[src/hdl/assert_macros.svh]
// assertion macros included by the core top level
`ifndef ASSERT_MACROS_SVH
`define ASSERT_MACROS_SVH
`ifndef SYNTHESIS
// clocked assertion, disabled while reset is low
`define BTE_ASSERT(label, clk, rst_n, prop) \
  label: assert property (@(posedge clk) disable iff (!rst_n) prop) \
    else $error("bte assertion failed");
// clocked assertion that also holds during reset
`define BTE_ASSERT_ALWAYS(label, clk, prop) \
  label: assert property (@(posedge clk) prop) \
    else $error("bte assertion failed");
`else
`define BTE_ASSERT(label, clk, rst_n, prop)
`define BTE_ASSERT_ALWAYS(label, clk, prop)
`endif
`endif

[src/hdl/bte_pkg.sv]
// types and constants of the bitmap text glyph expander
package bte_pkg;

  localparam int unsigned FONT_BYTES_DEF   = 8192;
  localparam int unsigned MAX_GLYPH_WIDTH  = 16;
  localparam int unsigned MAX_GLYPH_HEIGHT = 16;
  localparam int unsigned MAX_SCALE        = 4;
  localparam int unsigned COORD_BITS       = 12;
  localparam int unsigned CURSOR_BITS      = COORD_BITS + 1;
  localparam int unsigned GADDR_W          = 14;
  localparam int unsigned GLYPH_WORD_W     = 16;
  localparam int unsigned ROW_BITS         = 64;
  localparam int unsigned ROW_IDX_W        = 6;
  localparam int unsigned LEN_W            = 7;
  localparam int unsigned CFG_ADDR_W       = 5;

  localparam logic [7:0] CHAR_END     = 8'd0;
  localparam logic [7:0] CHAR_NEWLINE = 8'd10;

  typedef enum logic [1:0] {
    KIND_LOAD  = 2'd0,
    KIND_START = 2'd1,
    KIND_CHAR  = 2'd2
  } bte_kind_e;

  typedef enum logic [2:0] {
    REG_GLYPH_WIDTH  = 3'd0,
    REG_GLYPH_HEIGHT = 3'd1,
    REG_HSCALE       = 3'd2,
    REG_VSCALE       = 3'd3,
    REG_SCREEN_W     = 3'd4,
    REG_SCREEN_H     = 3'd5,
    REG_HIGHEST_CODE = 3'd6,
    REG_LAYOUT_MODE  = 3'd7
  } bte_reg_e;

  typedef enum logic [3:0] {
    S_IDLE,
    S_CLASS,
    S_EDGE,
    S_NEWLINE,
    S_FIT_X,
    S_FIT_Y,
    S_ADVANCE,
    S_FETCH_HI,
    S_FETCH_LO,
    S_FORM,
    S_SEND
  } bte_state_e;

endpackage

[src/hdl/bte_row_unit.sv]
// expands one glyph row into a horizontally scaled pixel mask
module bte_row_unit import bte_pkg::*; (
  input  logic [7:0]          hi_i,
  input  logic [7:0]          lo_i,
  input  logic                two_bytes_i,
  input  logic [1:0]          skip_i,
  input  logic [4:0]          width_i,
  input  logic [2:0]          xscale_i,
  input  logic [LEN_W-1:0]    length_i,
  output logic [ROW_BITS-1:0] pixels_o
);

  logic [GLYPH_WORD_W-1:0] word;
  logic [GLYPH_WORD_W-1:0] shifted;
  logic [GLYPH_WORD_W-1:0] glyph;
  logic [ROW_BITS-1:0]     glyph_ext;
  logic [ROW_IDX_W-1:0]    col;

  always_comb begin
    // first drawn bit lands at the top of the word once the skip is shifted out
    word      = two_bytes_i ? {hi_i, lo_i} : {lo_i, 8'h00};
    shifted   = word << skip_i;
    for (int j = 0; j < GLYPH_WORD_W; j++) begin
      glyph[j] = shifted[GLYPH_WORD_W-1-j] && (5'(j) < width_i);
    end
    glyph_ext = ROW_BITS'(glyph);
    col       = '0;
    pixels_o  = '0;
    for (int p = 0; p < ROW_BITS; p++) begin
      case (xscale_i)
        3'd1:    col = ROW_IDX_W'(p);
        3'd2:    col = ROW_IDX_W'(p / 2);
        3'd3:    col = ROW_IDX_W'(p / 3);
        default: col = ROW_IDX_W'(p / 4);
      endcase
      pixels_o[p] = (LEN_W'(p) < length_i) && glyph_ext[col];
    end
  end

endmodule

[config.mk]
export PLATFORM = sky130hd
export DESIGN_NAME = bte_row_unit
export DESIGN_NICKNAME = d
export VERILOG_FILES = /design/src/hdl/assert_macros.svh /design/src/hdl/bte_pkg.sv /design/src/hdl/bte_row_unit.sv
export SDC_FILE = /design/constraint.sdc
export NUM_CORES = 1
export LEC_CHECK = 0
export ABC_AREA = 0
export BUFFER_PORTS_ARGS = -buffer_cell sky130_fd_sc_hd__buf_2
export CAP_MARGIN = 15
export CORE_AREA = 2 2 72 74
export DETAILED_ROUTE_END_ITERATION = 10
export DIE_AREA = 0 0 74 76
export GPL_TIMING_DRIVEN = 1
export MAX_ROUTING_LAYER = met4
export PLACE_DENSITY = 0.79
export SETUP_SLACK_MARGIN = 0.05
export SLEW_MARGIN = 10
export SYNTH_ARGS = -nofsm -noshare
export SYNTH_HDL_FRONTEND = slang
export SYNTH_SLANG_ARGS = --single-unit
[constraint.sdc]
create_clock -name vclk -period 2.2
set_clock_uncertainty 0.2 [all_clocks]
set_input_delay 0.11 -clock vclk [all_inputs]
set_output_delay 0.11 -clock vclk [all_outputs]
set_load 0.05 [all_outputs]
# == Yosys cells after proc, flatten, opt, wreduce, memory -nomap -nowiden ==
# Index checks and enable logic that the tools add are counted.
# word_totals
register_bits,0
input_bits,34
out_inout_bits,64
word_cells,418
# classes
magnitude_cmp,143
eq_ne,3
shifts,1
muxes,190
reduce_logical,81
# ops
op,n
$pmux W6 S3,32
$lt A6 B7 Y1 const B,62
$bmux W1 S6,63
$pmux W5 S3,16
$lt A6 B7 Y1 const A,32
$lt A5 B7 Y1 const A,16
$pmux W4 S3,7
$logic_and A1 B1 Y1,80
$mux W1,64
$lt A4 B7 Y1 const A,8
$lt A4 B5 Y1 const A,8
$lt A3 B7 Y1 const A,4
$lt A3 B5 Y1 const A,4
$pmux W3 S3,2
$mux W16,1
$shl A16 B2 Y16,1
$lt A1 B7 Y1 const A,2
$lt A2 B7 Y1 const A,2
$pmux W3 S2,2
$lt A1 B5 Y1 const A,2
$lt A2 B5 Y1 const A,2
$pmux W2 S2,2
$pmux W4 S2,1
$lt A1 B7 Y1 const B,1
other kinds (3),4

# == Longest topological paths before layout ==
# depth
ltp_word,6
depth_mapped,7
depth_no_buf,5

# == Worst setup path after synthesis ==
# No wires, ideal clock.
# synth_timing
kind,input to output
from,in xscale_i[1]
to,out pixels_o[44]
arrival_ns,3.534
required_ns,1.890
path_slack_ns,-1.644
stages,6
path_buffers,1
cell_sequence,clkbuf_1 > xnor2_1 > o21ai_0 > nor2_1 > nand2_1 > a2111oi_0
# synth_between
elab_chain_cells,5
elab_cells_between_ends,7
# synth_lines
item,line,rtl
start: declaration,bte_row_unit.sv:8,"input logic [2:0] xscale_i,"
$eq A3 B2 Y1 / $eq A3 B1 Y1 (equally long branches),bte_row_unit.sv:30,case (xscale_i)
$pmux W6 S3 (*),bte_row_unit.sv:30,
$bmux W1 S6 (*),bte_row_unit.sv:36,pixels_o[p] = (LEN_W'(p) < length_i) && glyph_ext[col];
$mux W1 (not written as such) (*),bte_row_unit.sv:36,
$logic_and A1 B1 Y1 (*),bte_row_unit.sv:36,
end: declaration,bte_row_unit.sv:10,output logic [ROW_BITS-1:0] pixels_o
# Mark *: on every way between the ends. The rest lies on a longest branch, timed or not. The select of a mux whose other input is x is not followed.

# == Final worst setup path ==
# layout_timing
from,in two_bytes_i
to,out pixels_o[25]
# layout_between
elab_chain_cells,6
elab_cells_between_ends,21
# layout_lines
item,line,rtl
start: declaration,bte_row_unit.sv:5,"input logic two_bytes_i,"
$mux W16 (*),bte_row_unit.sv:21,"word = two_bytes_i ? {hi_i, lo_i} : {lo_i, 8'h00};"
$shl A16 B2 Y16 (*),bte_row_unit.sv:22,shifted = word << skip_i;
$logic_and A1 B1 Y1,bte_row_unit.sv:24,glyph[j] = shifted[GLYPH_WORD_W-1-j] && (5'(j) < width_i);
$bmux W1 S6 (*),bte_row_unit.sv:36,
$mux W1 (not written as such) (*),bte_row_unit.sv:36,
$logic_and A1 B1 Y1 (*),bte_row_unit.sv:36,
# Marked as above.

==> results.toml <==
[drt]
vias = 4132
wl_um = 13500
drtPass1Iterations = 6
drc = 0
drtAntennaViolNets = 0
viasPerCell = 7.14
drt_iter0_drc = 493
routedWlPerCell_um = 23.3

[floorplan]
core_area_mm2 = 0.00491
start_util_pct = 46.5
ios = 98
die_area_mm2 = 0.00562
die_h_um = 76
num_rows = 26
die-width_um = 74

[final_layout]
nets = 545
seqCellArea_um2 = 0
areaGrowthSynthToFinish_pct = 84.6
nClkBuffers = 0
drive_gt1_share_pct = 57.2
n_sequential_cell = 0
num_antenna_cells = 0

[grt]
grt_pass1_vias = 3630
grt_use_total_pct = 41.8
grt_max_degree = 18
grt_pass1_wl_um = 18300
antenna_found_initial = 0
grt-ovfl-total = 0

[synthesis]
synth_top_area_share_pct = 9.20
netlist_area_mm2 = 0.00228
synth_top_area_cell = "a21oi_1"
synth_warnings = 0
yosysSeqAreaShare_pct = 0
netlist_top_cells_area = "a21oi_1 (9.2%), nor2_1 (8.9%), mux2i_1 (5.7%)"
syn_area_per_cell_um2 = 6.35
ys_types = 55
synth_cells = 360
syn-num-nets = 394

[critical_path]
path_max_fanout = 9
cp-start-kind = "input pin"
cp.required_ns = 1.89
end_kind = "output port"
cp.arrival_ns = 1.95
crit_type = "in -> out"

[sta]
worst_pin_slew_ns = 0.915
hold_violations = 0
fin_crit_sh_pct = 103
tns_ns = -0.289
fin_ws_ns = -0.0607
finalCriticalPeriod_ns = 2.26
fmax_mhz = 442
setup_viol_count_final = 12
slew_headroom_pct = 38.3
drv_slew = 0
rsz0062_at_grt = "true"

[pwr]
vdd_drop_max_mv = 0.369
leakage_nw = 1.77
total_power_mw = 1.62
p_per_area_mw_per_mm2 = 385

[place]
place.gp.congestion = 1.02
dp_hpwl_um = 9120
numPortBuffers = 98

[outcome]
outcome = "complete, but fails checks"
violations = "negative setup slack"

[job]
maxCapViolations = 0

[cts]
cts_hold_buf = 0

[worst_hold_path]
hold_path_class = "in -> out"
==> worst max-delay path, stage by stage <==
cell,delay (ns)
buf_2,0.22
mux4_2,0.59
nand2_1,0.21
a21oi_4,0.09
buf_4,0.17
a22oi_1,0.26
a211oi_2,0.07
buf_2,0.22
==> logic make-up after synthesis <==
group | Yosys count | synth area share (%)
xor+xnor | 1 | 0.383
simple gates | 153 | 33.7
buf+inv | 38 | 7.23
compound gates | 142 | 42.4
mux | 26 | 16.2
==> final timing paths <==
path | startpoint | endpoint | slack, ns | cells past startpoint
max | two_bytes_i | pixels_o[25] | -0.06 | 8
min | length_i[6] | pixels_o[63] | 0.61 | 5
==> layer usage <==
metal | vias to the layer above | GRT usage, % | wire (um)
met5 | - | - | 0
met4 | 0 | 16.4 | 995
met3 | 135 | 5.95 | 1630
met2 | 424 | 67.6 | 6280
met1 | 1879 | 51.7 | 4580
li1 | 1694 | - | -
==> per-stage QoR <==
step / setup slack (ns) / utilization, % / cells / hold WS (ns) / instance area [um2]
after floorplan: -0.385 / - / 360 / 0.312 / 2610
after global placement: -0.109 / 74.4 / 574 / 0.586 / 3650
after detailed placement: -0.133 / 74.4 / 574 / 0.595 / 3650
after CTS: -0.00304 / 78.1 / 574 / 0.585 / 3840
after global routing: -0.100 / 85.8 / 579 / 0.620 / 4220
final: -0.0607 / 85.8 / 579 / 0.608 / 4220
==> layout make-up <==
type	instances	area, um2
Tap cell	70	87.6
Fill cell	296	696
Multi-Input combinational cell	322	2740
Timing Repair Buffer	182	1370
Inverter	5	18.8
==> cell usage after synthesis, types with 2 or more instances <==
| master | instances |
|---|---|
| a2111oi_0 | 4 |
| a2111oi_1 | 2 |
| a2111oi_2 | 4 |
| a211oi_1 | 12 |
| a21o_1 | 2 |
| a21oi_1 | 42 |
| a221oi_1 | 8 |
| a22o_1 | 3 |
| a22oi_1 | 3 |
| a31oi_1 | 3 |
| and2_1 | 6 |
| and3_1 | 4 |
| buf_2 | 6 |
| buf_6 | 2 |
| clkbuf_1 | 24 |
| inv_1 | 5 |
| mux2_2 | 5 |
| mux2i_1 | 13 |
| mux4_1 | 3 |
| mux4_2 | 4 |
| nand2_1 | 24 |
| nand2b_1 | 10 |
| nand3_1 | 4 |
| nor2_1 | 54 |
| nor2b_1 | 5 |
| nor3_1 | 18 |
| nor3b_1 | 2 |
| nor4_1 | 6 |
| o211a_1 | 3 |
| o21ai_0 | 24 |
| o221ai_1 | 4 |
| o22ai_1 | 11 |
| o2bb2ai_1 | 3 |
| o31ai_1 | 4 |
| or2_2 | 5 |
| or3_1 | 9 |
==> power by group <==
part	internal, mW	switching (mW)	leakage (nW)
sequential	0	0	0
combinational	0.588	1.03	1.77
clock	0	0	0
total	0.588	1.03	1.77
==> placed cells by master, fill, tap and decap left out, types with 6 or more instances in the layout <==
cell type,count
nand2b_1,9
a21oi_2,13
a21oi_1,28
nand2_1,24
o21ai_0,19
nor2_1,49
nor3_2,7
buf_2,57
mux2i_1,8
buf_4,91
nor3_1,8
o22ai_1,9
buf_6,29
or3_1,6
==> timing repair <==
action | CTS | global route
gates resized for setup | 58 | 90
endpoints found under the hold margin | 0 | 0
setup buffers | 0 | 6
setup endpoints to repair | 51 | 48
pin swaps | 1 | 20
No activity file was read; power rests on OpenSTA's default activity.
